File: config.mk
export PLATFORM = sky130hd
export DESIGN_NAME = text_console_writer_top
export DESIGN_NICKNAME = d
export VERILOG_FILES = /design/src/tcw_pkg.sv /design/src/tcw_datapath.sv /design/src/tcw_ctrl.sv /design/src/text_console_writer_top.sv
export SDC_FILE = /design/constraint.sdc
export NUM_CORES = 1
export LEC_CHECK = 0
export BUFFER_PORTS_ARGS = -buffer_cell sky130_fd_sc_hd__clkbuf_2
export CORE_ASPECT_RATIO = 1.4
export CORE_UTILIZATION = 50
export CTS_BUF_LIST = sky130_fd_sc_hd__clkbuf_4 sky130_fd_sc_hd__clkbuf_8
export CTS_CLUSTER_SIZE = 28
export DETAILED_ROUTE_END_ITERATION = 8
export PLACE_DENSITY = 0.73
export SLEW_MARGIN = 20
export SYNTH_ARGS = -nofsm -noshare
export SYNTH_HDL_FRONTEND = slang
export SYNTH_SLANG_ARGS = --single-unit
File: constraint.sdc
create_clock -name aclk -period 5.15 [get_ports aclk]
set_input_delay 0.515 -clock aclk [delete_from_list [all_inputs] [get_ports aclk]]
set_output_delay 0.515 -clock aclk [all_outputs]
set_load 0.01 [all_outputs]
File: src/tcw_pkg.sv
// Shared types and constants for the text console writer.
// Used by tcw_ctrl, tcw_datapath and text_console_writer_top; no dependencies.
`default_nettype none

package tcw_pkg;

    localparam int COLUMNS  = 80;
    localparam int ROWS     = 25;
    localparam int TAB_STOP = 8;

    localparam int NCELLS     = ROWS * COLUMNS;
    localparam int COPY_CELLS = NCELLS - COLUMNS;

    // Field widths of the channels
    localparam int ROW_W  = 5;
    localparam int COL_W  = 7;
    localparam int POS_W  = 11;
    localparam int ATTR_W = 8;
    localparam int CHAR_W = 8;
    localparam int CELL_W = ATTR_W + CHAR_W;

    // Internal widths
    localparam int ADDR_W    = $clog2(NCELLS);
    localparam int IDX_W     = $clog2(NCELLS + 1);
    localparam int COL_SUM_W = $clog2(COLUMNS + TAB_STOP);
    localparam int PH_W      = $clog2(TAB_STOP);

    localparam logic FUNC_PUT   = 1'b0;
    localparam logic FUNC_CLEAR = 1'b1;

    localparam logic [CHAR_W-1:0] CH_BS    = 8'h08;
    localparam logic [CHAR_W-1:0] CH_TAB   = 8'h09;
    localparam logic [CHAR_W-1:0] CH_LF    = 8'h0A;
    localparam logic [CHAR_W-1:0] CH_CR    = 8'h0D;
    localparam logic [CHAR_W-1:0] CH_SPACE = 8'h20;

    localparam logic [ATTR_W-1:0] RESET_ATTR = 8'h0F;
    localparam logic [CELL_W-1:0] RESET_CELL = {RESET_ATTR, CH_SPACE};

    typedef struct packed {
        logic              func;
        logic [CHAR_W-1:0] char_code;
    } in_t;

    typedef struct packed {
        logic [ROW_W-1:0]  cursor_row;
        logic [COL_W-1:0]  cursor_col;
        logic [POS_W-1:0]  cursor_pos;
        logic              cell_written;
        logic [POS_W-1:0]  write_addr;
        logic [CELL_W-1:0] write_data;
        logic              scrolled;
    } out_t;

    typedef enum logic [2:0] {
        ST_INIT,
        ST_IDLE,
        ST_CALC,
        ST_CLEAR,
        ST_SCROLL,
        ST_RESULT
    } state_t;

    typedef struct packed {
        logic accept;      // capture the input item
        logic calc;        // update cursor, store character, latch result
        logic sweep_run;   // walk the cell store
        logic sweep_copy;  // walk moves each line up one row
        logic sweep_init;  // walk fills with the reset blank
        logic load_out;    // move latched result to the output register
    } cmd_t;

    typedef struct packed {
        logic is_clear;
        logic need_scroll;
        logic sweep_done;
        logic out_free;
    } sts_t;

endpackage

`default_nettype wire

File: src/tcw_datapath.sv
// Datapath of the text console writer: cursor, attribute, cell store,
// store sweep pipeline and output register. Depends on tcw_pkg.
`default_nettype none

module tcw_datapath (
    input  wire logic                        aclk,
    input  wire logic                        aresetn,
    input  wire tcw_pkg::cmd_t               cmd,
    output tcw_pkg::sts_t                    sts,
    input  wire tcw_pkg::in_t                s_data,
    input  wire logic                        cfg_we,
    input  wire logic [tcw_pkg::ATTR_W-1:0]  cfg_wdata,
    output logic                             m_valid,
    input  wire logic                        m_ready,
    output tcw_pkg::out_t                    m_data
);

    tcw_pkg::in_t                      in_reg;
    logic [tcw_pkg::ATTR_W-1:0]        attr_reg;
    logic [tcw_pkg::ROW_W-1:0]         row_reg,   row_next;
    logic [tcw_pkg::COL_W-1:0]         col_reg,   col_next;
    logic [tcw_pkg::PH_W-1:0]          phase_reg, phase_next;
    tcw_pkg::out_t                     res_reg,   res_next;
    tcw_pkg::out_t                     out_reg;
    logic                              m_valid_reg;

    logic [tcw_pkg::CELL_W-1:0]        mem [tcw_pkg::NCELLS];
    logic [tcw_pkg::CELL_W-1:0]        rd_data_reg;
    logic [tcw_pkg::IDX_W-1:0]         idx_reg;
    logic                              pend_valid_reg;
    logic                              pend_copy_reg;
    logic [tcw_pkg::ADDR_W-1:0]        pend_addr_reg;

    logic [tcw_pkg::COL_SUM_W-1:0]     col_sum;
    logic [tcw_pkg::PH_W-1:0]          ph_sum;
    logic [tcw_pkg::ROW_W:0]           row_sum;
    logic                              wr_flag;
    logic                              need_scroll;
    logic                              char_we;
    logic [tcw_pkg::ADDR_W-1:0]        old_pos;
    logic [tcw_pkg::ADDR_W-1:0]        new_pos;
    logic [tcw_pkg::CELL_W-1:0]        cell_data;
    logic [tcw_pkg::CELL_W-1:0]        fill_data;
    logic                              rd_en;
    logic [tcw_pkg::ADDR_W-1:0]        rd_addr;
    logic                              sweep_last;

    // Cursor step for a put item
    always_comb begin
        col_sum = tcw_pkg::COL_SUM_W'(col_reg);
        ph_sum  = phase_reg;
        row_sum = {1'b0, row_reg};
        wr_flag = 1'b0;
        priority if (in_reg.char_code == tcw_pkg::CH_BS) begin
            if (col_reg != '0) begin
                col_sum = tcw_pkg::COL_SUM_W'(col_reg) - tcw_pkg::COL_SUM_W'(1);
                ph_sum  = (phase_reg == '0) ? tcw_pkg::PH_W'(tcw_pkg::TAB_STOP - 1)
                                            : phase_reg - tcw_pkg::PH_W'(1);
            end
        end else if (in_reg.char_code == tcw_pkg::CH_TAB) begin
            col_sum = tcw_pkg::COL_SUM_W'(col_reg) + tcw_pkg::COL_SUM_W'(tcw_pkg::TAB_STOP)
                      - tcw_pkg::COL_SUM_W'(phase_reg);
            ph_sum  = '0;
        end else if (in_reg.char_code == tcw_pkg::CH_CR) begin
            col_sum = '0;
            ph_sum  = '0;
        end else if (in_reg.char_code == tcw_pkg::CH_LF) begin
            col_sum = '0;
            ph_sum  = '0;
            row_sum = {1'b0, row_reg} + (tcw_pkg::ROW_W + 1)'(1);
        end else if (in_reg.char_code >= tcw_pkg::CH_SPACE) begin
            wr_flag = 1'b1;
            col_sum = tcw_pkg::COL_SUM_W'(col_reg) + tcw_pkg::COL_SUM_W'(1);
            ph_sum  = (phase_reg == tcw_pkg::PH_W'(tcw_pkg::TAB_STOP - 1))
                      ? '0 : phase_reg + tcw_pkg::PH_W'(1);
        end else begin
            wr_flag = 1'b0;
        end
        // column wrap
        if (col_sum >= tcw_pkg::COL_SUM_W'(tcw_pkg::COLUMNS)) begin
            col_sum = '0;
            ph_sum  = '0;
            row_sum = row_sum + (tcw_pkg::ROW_W + 1)'(1);
        end
    end

    assign need_scroll = (in_reg.func == tcw_pkg::FUNC_PUT) &&
                         (row_sum >= (tcw_pkg::ROW_W + 1)'(tcw_pkg::ROWS));

    always_comb begin
        if (in_reg.func == tcw_pkg::FUNC_CLEAR) begin
            row_next   = '0;
            col_next   = '0;
            phase_next = '0;
        end else begin
            row_next   = need_scroll ? tcw_pkg::ROW_W'(tcw_pkg::ROWS - 1)
                                     : row_sum[tcw_pkg::ROW_W-1:0];
            col_next   = tcw_pkg::COL_W'(col_sum);
            phase_next = ph_sum;
        end
    end

    assign old_pos = tcw_pkg::ADDR_W'(row_reg) * tcw_pkg::ADDR_W'(tcw_pkg::COLUMNS)
                     + tcw_pkg::ADDR_W'(col_reg);
    assign new_pos = tcw_pkg::ADDR_W'(row_next) * tcw_pkg::ADDR_W'(tcw_pkg::COLUMNS)
                     + tcw_pkg::ADDR_W'(col_next);
    assign cell_data = {attr_reg, in_reg.char_code};
    assign char_we   = cmd.calc && (in_reg.func == tcw_pkg::FUNC_PUT) && wr_flag;

    always_comb begin
        res_next.cursor_row   = row_next;
        res_next.cursor_col   = col_next;
        res_next.cursor_pos   = tcw_pkg::POS_W'(new_pos);
        res_next.cell_written = char_we;
        res_next.write_addr   = char_we ? tcw_pkg::POS_W'(old_pos) : '0;
        res_next.write_data   = char_we ? cell_data : '0;
        res_next.scrolled     = need_scroll;
    end

    always_ff @(posedge aclk) begin
        if (!aresetn) begin
            attr_reg  <= tcw_pkg::RESET_ATTR;
            row_reg   <= '0;
            col_reg   <= '0;
            phase_reg <= '0;
        end else begin
            if (cfg_we) begin
                attr_reg <= cfg_wdata;
            end
            if (cmd.calc) begin
                row_reg   <= row_next;
                col_reg   <= col_next;
                phase_reg <= phase_next;
            end
        end
    end

    always_ff @(posedge aclk) begin
        if (cmd.accept) begin
            in_reg <= s_data;
        end
        if (cmd.calc) begin
            res_reg <= res_next;
        end
        if (cmd.load_out) begin
            out_reg <= res_reg;
        end
    end

    // Store sweep: for a copy, cell idx+COLUMNS is read into rd_data_reg and written at idx in the cycle after.
    // For a scroll, cell idx takes cell idx+COLUMNS; the last line takes blanks.
    assign sweep_last = (idx_reg == tcw_pkg::IDX_W'(tcw_pkg::NCELLS));
    assign rd_en      = cmd.sweep_run && cmd.sweep_copy &&
                        (idx_reg < tcw_pkg::IDX_W'(tcw_pkg::COPY_CELLS));
    assign rd_addr    = tcw_pkg::ADDR_W'(idx_reg + tcw_pkg::IDX_W'(tcw_pkg::COLUMNS));
    assign fill_data  = cmd.sweep_init ? tcw_pkg::RESET_CELL : {attr_reg, tcw_pkg::CH_SPACE};

    always_ff @(posedge aclk) begin
        if (!aresetn) begin
            idx_reg        <= '0;
            pend_valid_reg <= 1'b0;
        end else begin
            if (cmd.sweep_run) begin
                idx_reg <= sweep_last ? '0 : idx_reg + tcw_pkg::IDX_W'(1);
            end
            pend_valid_reg <= cmd.sweep_run && !sweep_last;
        end
    end

    always_ff @(posedge aclk) begin
        pend_addr_reg <= idx_reg[tcw_pkg::ADDR_W-1:0];
        pend_copy_reg <= rd_en;
    end

    always_ff @(posedge aclk) begin
        if (pend_valid_reg) begin
            mem[pend_addr_reg] <= pend_copy_reg ? rd_data_reg : fill_data;
        end else if (char_we) begin
            mem[old_pos] <= cell_data;
        end
        if (rd_en) begin
            rd_data_reg <= mem[rd_addr];
        end
    end

    always_ff @(posedge aclk) begin
        if (!aresetn) begin
            m_valid_reg <= 1'b0;
        end else if (cmd.load_out) begin
            m_valid_reg <= 1'b1;
        end else if (m_ready) begin
            m_valid_reg <= 1'b0;
        end
    end

    assign m_valid = m_valid_reg;
    assign m_data  = out_reg;

    always_comb begin
        sts.is_clear    = (in_reg.func == tcw_pkg::FUNC_CLEAR);
        sts.need_scroll = need_scroll;
        sts.sweep_done  = sweep_last;
        sts.out_free    = !m_valid_reg || m_ready;
    end

`ifndef SYNTHESIS
    a_no_write_clash: assert property (@(posedge aclk) disable iff (!aresetn)
        pend_valid_reg |-> !char_we)
        else $error("character write during store sweep");
    a_phase_home: assert property (@(posedge aclk) disable iff (!aresetn)
        (col_reg == '0) |-> (phase_reg == '0))
        else $error("tab phase out of step with column");
`endif

endmodule

`default_nettype wire

File: src/tcw_ctrl.sv
// Controller of the text console writer: sequences accept, cursor step,
// store sweeps and result hand-off. Depends on tcw_pkg.
`default_nettype none

module tcw_ctrl (
    input  wire logic           aclk,
    input  wire logic           aresetn,
    input  wire logic           s_valid,
    output logic                s_ready,
    input  wire tcw_pkg::sts_t  sts,
    output tcw_pkg::cmd_t       cmd
);

    tcw_pkg::state_t state_reg, state_next;

    always_ff @(posedge aclk) begin
        if (!aresetn) begin
            state_reg <= tcw_pkg::ST_INIT;
        end else begin
            state_reg <= state_next;
        end
    end

    always_comb begin
        state_next = state_reg;
        unique case (state_reg)
            tcw_pkg::ST_INIT: begin
                if (sts.sweep_done) state_next = tcw_pkg::ST_IDLE;
            end
            tcw_pkg::ST_IDLE: begin
                if (s_valid) state_next = tcw_pkg::ST_CALC;
            end
            tcw_pkg::ST_CALC: begin
                priority if (sts.is_clear) state_next = tcw_pkg::ST_CLEAR;
                else if (sts.need_scroll)  state_next = tcw_pkg::ST_SCROLL;
                else                       state_next = tcw_pkg::ST_RESULT;
            end
            tcw_pkg::ST_CLEAR, tcw_pkg::ST_SCROLL: begin
                if (sts.sweep_done) state_next = tcw_pkg::ST_RESULT;
            end
            tcw_pkg::ST_RESULT: begin
                // next item may enter as the result leaves
                if (sts.out_free) begin
                    state_next = s_valid ? tcw_pkg::ST_CALC : tcw_pkg::ST_IDLE;
                end
            end
            default: state_next = tcw_pkg::ST_INIT;
        endcase
    end

    always_comb begin
        cmd     = '0;
        s_ready = 1'b0;
        unique case (state_reg)
            tcw_pkg::ST_INIT: begin
                cmd.sweep_run  = 1'b1;
                cmd.sweep_init = 1'b1;
            end
            tcw_pkg::ST_IDLE: begin
                s_ready    = 1'b1;
                cmd.accept = s_valid;
            end
            tcw_pkg::ST_CALC: begin
                cmd.calc = 1'b1;
            end
            tcw_pkg::ST_CLEAR: begin
                cmd.sweep_run = 1'b1;
            end
            tcw_pkg::ST_SCROLL: begin
                cmd.sweep_run  = 1'b1;
                cmd.sweep_copy = 1'b1;
            end
            tcw_pkg::ST_RESULT: begin
                s_ready      = sts.out_free;
                cmd.load_out = sts.out_free;
                cmd.accept   = sts.out_free && s_valid;
            end
            default: begin
                cmd = '0;
            end
        endcase
    end

`ifndef SYNTHESIS
    a_calc_after_accept: assert property (@(posedge aclk) disable iff (!aresetn)
        (state_reg == tcw_pkg::ST_CALC) |-> $past(cmd.accept))
        else $error("cursor step without an accepted item");
    a_load_when_free: assert property (@(posedge aclk) disable iff (!aresetn)
        cmd.load_out |-> sts.out_free)
        else $error("result overwrites an untaken result");
    a_sweep_idle: assert property (@(posedge aclk) disable iff (!aresetn)
        (state_reg == tcw_pkg::ST_IDLE || state_reg == tcw_pkg::ST_CALC ||
         state_reg == tcw_pkg::ST_RESULT) |-> !sts.sweep_done)
        else $error("sweep counter moved outside a sweep");
`endif

endmodule

`default_nettype wire

File: src/text_console_writer_top.sv
// Top level of the text console writer: controller plus datapath.
// Depends on tcw_pkg, tcw_ctrl and tcw_datapath.
//
// Usage:
//   s_valid/s_ready/s_data carry one item: put a character or clear screen.
//   m_valid/m_ready/m_data carry one result per item: cursor after the item,
//   the cell stored (if any) and whether the screen scrolled.
//   cfg_we/cfg_wdata write the attribute byte, taken at once; write it only
//   while no item is in flight.
// Timing:
//   A plain put item is accepted, then stepped in ST_CALC, where its cell is written;
//   its result then goes to the output register, and the next item may be taken in that same cycle.
//   Clear and scroll walk the 2000-cell store through its single write port,
//   one cell per cycle, before the result goes to the output register.
// Reset:
//   aresetn homes the cursor, sets the attribute to 0x0F and runs a clearing
//   pass over the store; no item is taken during the pass.
// Stall:
//   The result waits in the output register; one more item is taken and
//   stepped, then s_ready drops until m_ready frees the register.
`default_nettype none

module text_console_writer_top (
    input  wire logic                        aclk,
    input  wire logic                        aresetn,
    input  wire logic                        s_valid,
    output logic                             s_ready,
    input  wire tcw_pkg::in_t                s_data,
    output logic                             m_valid,
    input  wire logic                        m_ready,
    output tcw_pkg::out_t                    m_data,
    input  wire logic                        cfg_we,
    input  wire logic [tcw_pkg::ATTR_W-1:0]  cfg_wdata
);

    tcw_pkg::cmd_t cmd;
    tcw_pkg::sts_t sts;

    tcw_ctrl u_ctrl (
        .aclk    (aclk),
        .aresetn (aresetn),
        .s_valid (s_valid),
        .s_ready (s_ready),
        .sts     (sts),
        .cmd     (cmd)
    );

    tcw_datapath u_datapath (
        .aclk      (aclk),
        .aresetn   (aresetn),
        .cmd       (cmd),
        .sts       (sts),
        .s_data    (s_data),
        .cfg_we    (cfg_we),
        .cfg_wdata (cfg_wdata),
        .m_valid   (m_valid),
        .m_ready   (m_ready),
        .m_data    (m_data)
    );

endmodule

`default_nettype wire
==> results.md, run 1 <==
* Status: finished clean
* Combinational power share at 1.4%
* Worst r2r src: u_datapath.col_reg[1]
* Slew headroom at 47.2%
* Io pins at 76
* Final #Nets at 763
* # clock sinks at 143
* Cts bufs inserted at 17
* DRT iter0 DRCs at 299
* Post-DR vias/cell at 5.53
* Worst Hold End: u_datapath.cell_data[3]
* P&R area growth vs syn at 15.2%
* CTS tree: done
* Dpl hpwl at 10400 um
* Peak VDD IR at 0.000148 V
* Vias in the first global route at 4906
* Syn_area_per_cell at 11.6 sq um
* Seq/Total Area, Yosys at 55.3%
* Starting Density at 51.1%
* Synth cell types at 74
* Hold wc startpoint: s_data[3]
* Setup TNS at 0 ps
* Crit path capture type: register
* Switching Share at 21.9%
* Total power at 2.19 mW
* Worst skew pair latency at 460 ps
* Power share of the sequential group at 56.2%
* N_diodes at 0
* #FFs+latches synth at 143
* Clock power frac at 42.4%
* First-pass GRT wire length at 23700 um
* Final Critical Period at 4850 ps
* YS warnings at 0
* Flop2flop setup slack at 300 ps
* Final period utilization at 94.3%
* Internal Power at 1.71 mW
* Post-Syn Area at 7080 sq um
* Clock skew at 15.0 ps
* DRC Markers at 0
* Die width at 103 um
* Fin. Hold Viols at 0
* Clk pin slew, worst setup/hold paths at 90 ps
* Mapped Cells at 608
* Syn Nets at 673
* Setup repair after global routing missed its margin: no
* Via count at 4959
* H-tree depth at 4
* Actual slew at the worst max-slew pin at 791 ps
* Pre-Repair DR Iteration Count at 5
* Crit path max fanout at 7
* Commonest non-fill, non-tap cell in the layout: edfxtp_1
* Rows at 51
* ANT nets after route at 0
* CTS Root Buffer Type: clkbuf_8
* Core ar. at 13800 sq um
* GRT Resource Usage Total at 21.5%
* Worst r2r path cells at 17
* Total wire length at 14600 um
* F_max at 206 MHz
* CP Data Arrival Time at 5070 ps
* Worst Hold Class: in -> reg
* Gpl congestion at 0.936
* Worst EP required at 5360 ps
* Final core occ at 58.9%
* EDFF count, synth at 105
* Die area at 14600 sq um
* Clock Path Buffers at 2
* Power per cell area at 268 nW/um^2
* Post-synthesis async set-or-reset flop share at 0%
* Share of layout cells above drive strength 1 at 20.8%
* Post-Place Worst Slack at 250 ps
* Port bufs at 75
* Height of the die at 143 um
* Most frequent cells in the layout: 105 x edfxtp_1, 75 x clkbuf_2, 48 x nand2_1
* WL/cell at 16.2 um
* Largest net degree at the start of global routing at 65
* Final setup viols at 0
* Antenna violations before repair at 0
* WS Path Type: reg -> reg
* Lkg Pwr at 3.16 nW
* Hold path depth at 1
* Worst Setup Slack, final at 296 ps
* GR Overflow Total at 0
* Max cap viols at 0
* Final Slew Violations at 0
* Psw at 479 uW
* Synth Flop Type: edfxtp_1
* Fillers at 1162
* FF-to-FF End: u_datapath.res_reg[39]
* CP Launch Type: register
[critical path, stage by stage (launching register included)]
cell and delay (ps):
dfxtp_1 490, ha_1 300, ha_1 210, inv_1 70
fa_1 200, nor2b_1 70, or4b_1 470, a41oi_1 270
o221ai_1 180, a2bb2oi_2 290, o21ai_1 150, a311oi_2 470
ha_1 350, ha_1 300, a21o_1 210, maj3_1 330
mux2i_1 170, xnor2_1 90
[worst max-delay path by stage]
stage | startpoint | to | cells past startpoint
2_1_floorplan | u_datapath.cell_data[0] | u_datapath.res_reg[39] | 23
3_3_place_gp | u_datapath.cell_data[0] | u_datapath.res_reg[39] | 21
3_5_place_dp | u_datapath.cell_data[0] | u_datapath.res_reg[39] | 21
4_1_cts | u_datapath.cell_data[0] | u_datapath.res_reg[39] | 21
5_1_grt | u_datapath.cell_data[0] | u_datapath.res_reg[38] | 21
6_report | u_datapath.col_reg[1] | u_datapath.res_reg[39] | 17
[power by group through the flow]
stage | Combinational (mW) | Clock [mW] | Sequential [mW]
after detailed placement | 0.0308 | 0 | 1.25
after CTS | 0.0309 | 0.946 | 1.23
after global routing | 0.0335 | 0.989 | 1.23
after global placement | 0.0292 | 0 | 1.25
final | 0.0306 | 0.928 | 1.23
after floorplan | 0.0176 | 0 | 1.25
[repair_timing]
item,CTS,global route
gates resized for setup,0,3
hold buffers,0,0
endpoints found under the setup margin,0,2
buffers inserted,0,4
[logic make-up (layout without fill, tap and decap cells)]
family	after synthesis	after routing	synth area share (%)
simple gates	206	206	15.5
flops	143	143	55.3
compound gates	107	107	10.6
buf+inv	52	155	3.15
fa+ha+maj	44	44	8.27
xor+xnor	41	41	5.07
mux	15	15	2.12
[cell type report]
class                           instances  area (sq um)  share of cell area, %
Inverter                               27           101                   1.24
Sequential cell                       143          3910                   48.0
Timing Repair Buffer                   96           533                   6.54
Multi-Input combinational cell        413          2960                   36.3
Clock inverter                         13           150                   1.84
Tap cell                              185           231                   2.84
Clock buffer                           19           262                   3.21
[stage by stage]
| step | hold slack [ps] | cell area (sq um) | instances |
|---|---|---|---|
| 2_1_floorplan | 400 | 7080 | 608 |
| 3_3_place_gp | 401 | 7700 | 860 |
| 3_5_place_dp | 405 | 7700 | 860 |
| 4_1_cts | 219 | 8110 | 892 |
| 5_1_grt | 222 | 8150 | 896 |
| 6_report | 234 | 8150 | 896 |
[cell usage after synthesis, types with 15 or more instances]
cell / number / share of area, %
nand2_1: 48 / 2.5
xor2_1: 15 / 1.9
mux2i_1: 15 / 2.1
nand3_1: 22 / 1.6
inv_1: 25 / 1.3
ha_1: 38 / 6.7
nor2_1: 43 / 2.3
nor2b_1: 19 / 1.7
xnor2_1: 26 / 3.2
dfxtp_1: 38 / 11
edfxtp_1: 105 / 45
o21ai_0: 18 / 1.3
a21oi_1: 21 / 1.5
clkbuf_1: 15 / 0.80
[per-layer routing]
| layer | GRT usage, % | wire [um] | vias to the layer above |
|---|---|---|---|
| li1 | - | - | 2375 |
| met1 | 23.2 | 5740 | 2384 |
| met2 | 38.2 | 7690 | 155 |
| met3 | 4.45 | 577 | 45 |
| met4 | 12.4 | 547 | 0 |
| met5 | 0 | 0 | - |
Note: power is estimated with default switching activity, not from simulation.
==> run 2, diff against run 1 <==
--- a/config.mk
+++ b/config.mk
@@ -5,6 +5,7 @@
 export SDC_FILE = /design/constraint.sdc
 export NUM_CORES = 1
 export LEC_CHECK = 0
+export ABC_AREA = 1
 export BUFFER_PORTS_ARGS = -buffer_cell sky130_fd_sc_hd__clkbuf_2
 export CORE_ASPECT_RATIO = 1.4
 export CORE_UTILIZATION = 50
==> run 2 against run 1 <==
Effect of this change: total power rose by 0.31%; cell count up 12%; sequential cell count is the same; sequential share of layout area grew 0.99 points; maximum frequency rose by 3.7%; clock-buffer cell count decreased by 2; hold slack better by 11 ps; via count grew 4.4%; routed wire length decreased by 1.7%; area after synthesis shrank 1.0%; design area is 2.0% lower; critical path depth grew 14; largest power group unchanged.
==> results.md, run 2 <==
* First-pass GRT wire length at 23500 um (-0.99%)
* Crit path max fanout at 8 (+1)
* Die width at 102 um (-0.50%)
* WL/cell at 14.3 um (-12%)
* Starting Density at 51.8% (+0.73 points)
* Placed Instances at 968 (+13%)
* Cts hold-fix bufs at 0 (unchanged)
* Total wire length at 14300 um (-1.7%)
* Crit-path slowest cell: fa_1
* EDFF count, synth at 105 (unchanged)
* Syn_area_per_cell at 9.70 sq um (-17%)
* N_diodes at 0 (unchanged)
* Fillers at 1181 (+1.6%)
* FF/Latch Area at 3910 sq um (unchanged)
* Worst skew pair latency at 440 ps (-20 ps)
* Io pins at 76 (unchanged)
* Area share of the largest cell type after synthesis at 45.0% (+0.46 points)
* Mapped Cells at 722 (+19%)
* Rows at 50 (-2.0%)
* Pre-Repair DR Iteration Count at 5 (unchanged)
* Final period utilization at 90.9% (-3.3 points)
* Clock Path Buffers at 2 (unchanged)
* Post-synthesis async set-or-reset flop share at 0% (unchanged)
* Final #Nets at 870 (+14%)
* GRT Resource Usage Total at 21.2% (-0.31 points)
* Worst EP required at 5350 ps (about the same)
* Actual slew at the worst max-slew pin at 849 ps (+57.4 ps)
* Crit path capture type: register
* CP Launch Type: register
* CTS Root Buffer Type: clkbuf_8
* YS warnings at 0 (unchanged)
* Port bufs at 75 (unchanged)
* Non-Filler Instances at 1000 (+12%)
* DRT iter0 DRCs at 355 (+19%)
* # clock sinks at 143 (unchanged)
* DRC Markers at 0 (unchanged)
* Total power at 2.19 mW (+0.31%)
* Final Critical Period at 4680 ps (-171 ps)
* #FFs+latches synth at 143 (unchanged)
* Share of layout cells above drive strength 1 at 16.9% (-3.9 points)
* Synth cell types at 37 (-50%)
* Area of the multi-input gates at 2620 sq um (-11%)
* WHS at 245 ps (+11.0 ps)
* Height of the die at 142 um (-0.51%)
* Post-Syn Area at 7000 sq um (-1.0%)
* Vias in the first global route at 5145 (+4.9%)
* Most frequent CP cell: nand2_1
* FF-to-FF End: u_datapath.res_reg[39]
* Post-Place Worst Slack at 510 ps (+259 ps)
* P&R area growth vs syn at 14.0%
* CTS tree: done
* Worst Setup Slack, final at 467 ps (+171 ps)
* GR Overflow Total at 0 (unchanged)
* Setup TNS at 0 ps (unchanged)
* Crit path to: u_datapath.res_reg[39]
* Max cap viols at 0 (unchanged)
* Via count at 5175 (+4.4%)
* Top post-synthesis cells by area: edfxtp_1 45%, dfxtp_1 11%, ha_1 6.8%, nand2_1 6.8%, inv_1 5.4%
* ANT nets after route at 0 (unchanged)
* Most frequent cells in the layout: 126 x nand2_1, 105 x edfxtp_1, 101 x inv_1
* Worst Hold Class: in -> reg
* Clk pin slew, worst setup/hold paths at 80 ps (about the same)
* WS Path Type: reg -> reg
* CP Launch Point: u_datapath.col_reg[0]
* Worst r2r src: u_datapath.col_reg[0]
* Core ar. at 13500 sq um (-2.4%)
* Final Slew Violations at 0 (unchanged)
* Final setup viols at 0 (unchanged)
* CP Data Arrival Time at 4880 ps (-190 ps)
* Largest net degree at the start of global routing at 68 (+4.6%)
* CP peak stage delay at 430 ps (-60 ps)
* Power per cell area at 275 nW/um^2 (+2.4%)
* Status: finished clean
* Antenna violations before repair at 0 (unchanged)
* Flop2flop setup slack at 470 ps (+170 ps)
* Slew headroom at 43.1% (-4.2 points)
* Count leader, synth: nand2_1
* Worst r2r path cells at 31 (+14)
* Lkg Pwr at 3.29 nW (+4.3%)
* Synth Flop Type: edfxtp_1
* Setup repair after global routing missed its margin: no
* Largest area contributor in the netlist: edfxtp_1
* Peak VDD IR at 0.000175 V (+18%)
* Commonest non-fill, non-tap cell in the layout: nand2_1
* Top delay family on crit path: adder cells
* Dpl hpwl at 10500 um (+0.49%)
* Worst path bufs/invs at 6 (+5)
* F_max at 214 MHz (+3.7%)
* Synth top cells by count: 126 x nand2_1, 105 x edfxtp_1, 101 x inv_1, 79 x nor2_1, 47 x nand3_1
* Resized Gates After CTS at 0 (unchanged)
* CP Depth at 31 (+14)
* Fin. Hold Viols at 0 (unchanged)
* H-tree depth at 4 (unchanged)
* Setup repair bufs after CTS at 0 (unchanged)
* Post-DR vias/cell at 5.18 (-6.5%)
* Seq/Total Area, Yosys at 55.9% (+0.57 points)
* Die area at 14500 sq um (-1.0%)
* Clock skew at 10.7 ps (-4.36 ps)
* Gpl congestion at 0.949 (+1.3%)
* Syn Nets at 787 (+17%)
* Cts bufs inserted at 17 (unchanged)
[run 2: cell count changes after synthesis, moves of 20 or more]
cell     before  now
nand2_1      48  126
inv_1        25  101
nor2_1       43   79
nand3_1      22   47
o21ai_0      18   40
xnor2_1      26    4
a21oi_1      21   41
[run 2: per-layer routing]
metal	routed length [um]	up-vias	GRT usage (%)	part of all wire [%]
li1	-	2574	-	-
met5	0	-	0	0
met4	514	0	10.7	3.6
met3	569	32	4.96	4.0
met1	5630	2424	23.0	39
met2	7590	145	37.9	53
[run 2: logic make-up (layout without fill, tap and decap cells)]
family          count (synthesis)  after routing  synth area share (%)
xor+xnor                       16             16                  2.00
flops                         143            143                  55.9
fa+ha+maj                      43             43                  8.22
simple gates                  295            295                  19.1
buf+inv                       124            220                  6.90
compound gates                101            101                  7.91
[run 2: metrics by stage]
stage	instance area (sq um)	utilization [%]
3_3_place_gp	7570	56.0
5_1_grt	7990	59.1
3_5_place_dp	7570	56.0
2_1_floorplan	7000	-
4_1_cts	7990	59.1
6_report	7990	59.1
[run 2: worst min path at each step]
stage                                       from                       to  cells past startpoint
after floorplan            u_datapath.res_reg[0]     u_datapath.m_data[0]                      0
after global placement    u_datapath.res_reg[24]    u_datapath.m_data[24]                      0
after detailed placement  u_datapath.res_reg[49]    u_datapath.m_data[49]                      0
after CTS                              s_data[4]  u_datapath.cell_data[4]                      1
after global routing                   s_data[5]  u_datapath.cell_data[5]                      1
final                                  s_data[7]  u_datapath.cell_data[7]                      1
[run 2: layout make-up]
cell class	instances	share of cell area (%)
Clock buffer	17	2.93
Clock inverter	15	2.29
Sequential cell	143	49.0
Inverter	111	5.22
Tap cell	182	2.85
Multi-Input combinational cell	455	32.8
Timing Repair Buffer	77	4.89
[run 2: power by group]
group / leakage (nW) / switching, mW / internal [mW] / total, mW
combinational: 1.92 / 0.0169 / 0.0114 / 0.0283
sequential: 1.17 / 0.00298 / 1.22 / 1.23
clock: 0.207 / 0.451 / 0.487 / 0.938
==> run 3, diff against run 2 <==
--- a/config.mk
+++ b/config.mk
@@ -7,7 +7,7 @@
 export LEC_CHECK = 0
 export ABC_AREA = 1
 export BUFFER_PORTS_ARGS = -buffer_cell sky130_fd_sc_hd__clkbuf_2
-export CORE_ASPECT_RATIO = 1.4
+export CORE_ASPECT_RATIO = 1.2
 export CORE_UTILIZATION = 50
 export CTS_BUF_LIST = sky130_fd_sc_hd__clkbuf_4 sky130_fd_sc_hd__clkbuf_8
 export CTS_CLUSTER_SIZE = 28
==> run 3 against run 2 <==
Effect of this change: routed wire length down 8.8%; register-to-register slack improved by 96 ps; clock power decreased by 10%; via count is 2.8% lower; sequential share of layout area grew 0.26 points; worst setup slack better by 96 ps; largest cell class unchanged; highest routed layer unchanged.
==> results.md, run 3 (synthesized netlist as in run 2, its figures left out) <==
* Share of layout cells above drive strength 1 at 17.1% (+0.20 points)
* CTS Root Buffer Type: clkbuf_8
* CP peak stage delay at 420 ps (about the same)
* Peak VDD IR at 0.000150 V (-14%)
* First-pass GRT wire length at 22300 um (-5.0%)
* GRT met1 Usage at 22.5% (-0.49 points)
* Met2 usage at 34.3% (-3.6 points)
* Crit-path slowest cell: fa_1
* Worst Hold End: u_datapath.cell_data[5]
* CP Launch Type: register
* Gpl congestion at 0.946 (-0.26%)
* Routing usage on met3 at 4.76% (-0.20 points)
* Crit path max fanout at 8 (unchanged)
* FF-to-FF End: u_datapath.res_reg[39]
* ANT nets after route at 0 (unchanged)
* Post-DR vias/cell at 5.07 (-2.0%)
* Resized Gates After CTS at 0 (unchanged)
* Clk pin slew, worst setup/hold paths at 80 ps (about the same)
* Power per cell area at 264 nW/um^2 (-3.9%)
* Height of the die at 132 um (-7.3%)
* Final Critical Period at 4590 ps (-95.7 ps)
* Clock skew at 13.9 ps (+3.21 ps)
* Setup TNS at 0 ps (unchanged)
* WS Path Type: reg -> reg
* Status: finished clean
* P&R area growth vs syn at 13.4%
* Setup repair bufs after CTS at 0 (unchanged)
* Via count at 5028 (-2.8%)
* Most frequent CP cell: nand2_1
* Total wire length at 13000 um (-8.8%)
* Die width at 110 um (+7.9%)
* Fin. Hold Viols at 0 (unchanged)
* Worst r2r path cells at 31 (unchanged)
* Antenna violations before repair at 0 (unchanged)
* Cts hold-fix bufs at 0 (unchanged)
* CTS tree: done
* Hold path depth at 1 (unchanged)
* Core ar. at 13800 sq um (+1.8%)
* Flop2flop setup slack at 560 ps (+100 ps)
* Die area at 14500 sq um (about the same)
* Grt peak-use layer: met2
* Setup repair after global routing missed its margin: no
* Commonest non-fill, non-tap cell in the layout: nand2_1
* Worst Hold Class: in -> reg
* Rows at 47 (-6.0%)
* H-tree depth at 4 (unchanged)
* # clock sinks at 143 (unchanged)
* WL/cell at 13.2 um (-8.0%)
* F_max at 218 MHz (+2.1%)
* Final Slew Violations at 0 (unchanged)
* Dpl hpwl at 9340 um (-11%)
* DRC Markers at 0 (unchanged)
* Io pins at 76 (unchanged)
* GRT Resource Usage Total at 20.2% (-0.98 points)
* Lkg Pwr at 3.30 nW (+0.10%)
* Actual slew at the worst max-slew pin at 812 ps (-36.3 ps)
* Worst r2r src: u_datapath.col_reg[0]
* GR Overflow Total at 0 (unchanged)
* Pre-Repair DR Iteration Count at 4 (-1)
* Placed Instances at 959 (-0.93%)
* Worst EP required at 5360 ps (about the same)
* Final setup viols at 0 (unchanged)
* Final core occ at 57.7% (-1.4 points)
* Vias in the first global route at 5006 (-2.7%)
* Clock Path Buffers at 2 (unchanged)
* Largest net degree at the start of global routing at 68 (unchanged)
* Final #Nets at 872 (+0.23%)
* Hold wc startpoint: s_data[5]
* N_diodes at 0 (unchanged)
* Crit path capture type: register
* Slew headroom at 45.5% (+2.4 points)
* Port bufs at 75 (unchanged)
* Cts bufs inserted at 17 (unchanged)
* DRT iter0 DRCs at 218 (-39%)
* Starting Density at 50.9% (-0.93 points)
* Most frequent cells in the layout: 126 x nand2_1, 105 x edfxtp_1, 101 x inv_1
* Non-Filler Instances at 991 (-0.90%)
* CP Data Arrival Time at 4800 ps (-80 ps)
* Max cap viols at 0 (unchanged)
* Final period utilization at 89.1% (-1.9 points)
* Worst skew pair latency at 450 ps (about the same)
run 3: power by group:
part	internal (mW)	switching, mW	total, mW
combinational	0.0112	0.0165	0.0277
sequential	1.23	0.00286	1.23
clock	0.415	0.427	0.842
total	1.65	0.446	2.10
run 3: how the worst max path moves through the flow:
stage,from,to,depth (start not counted)
finish,u_datapath.col_reg[0],u_datapath.res_reg[39],31
global route,u_datapath.col_reg[0],u_datapath.res_reg[39],31
CTS,u_datapath.col_reg[0],u_datapath.res_reg[39],31
detailed placement,u_datapath.col_reg[0],u_datapath.res_reg[39],31
global placement,u_datapath.col_reg[0],u_datapath.res_reg[39],31
floorplan,u_datapath.col_reg[0],u_datapath.res_reg[39],31
run 3: layout make-up:
class                           instances  area, sq um
Multi-Input combinational cell        455         2620
Inverter                              111          417
Sequential cell                       143         3910
Tap cell                              171          214
Fill cell                            1206         5820
Clock buffer                           20          269
Timing Repair Buffer                   79          405
Clock inverter                         12          104
run 3: routing by layer:
metal	wire [um]	vias up
met5	0	-
met4	513	0
li1	-	2566
met1	5410	2308
met2	6530	118
met3	596	36
run 3: through the flow:
stage	worst slack, ps	power (mW)	cell area, sq um	hold WS (ps)
2_1_floorplan	1020	1.27	7000	400
3_3_place_gp	717	1.28	7570	400
3_5_place_dp	573	1.28	7570	405
4_1_cts	559	2.12	7940	194
5_1_grt	30.5	2.17	7940	201
6_report	563	2.10	7940	231
run 3: critical path: cells and delay by family, from the launching register on:
| family | cells | cell delay (ps) |
|---|---|---|
| compound gates | 1 | 120 |
| fa+ha+maj | 6 | 1630 |
| simple gates | 18 | 1600 |
| flops | 1 | 390 |
| buf+inv | 6 | 610 |
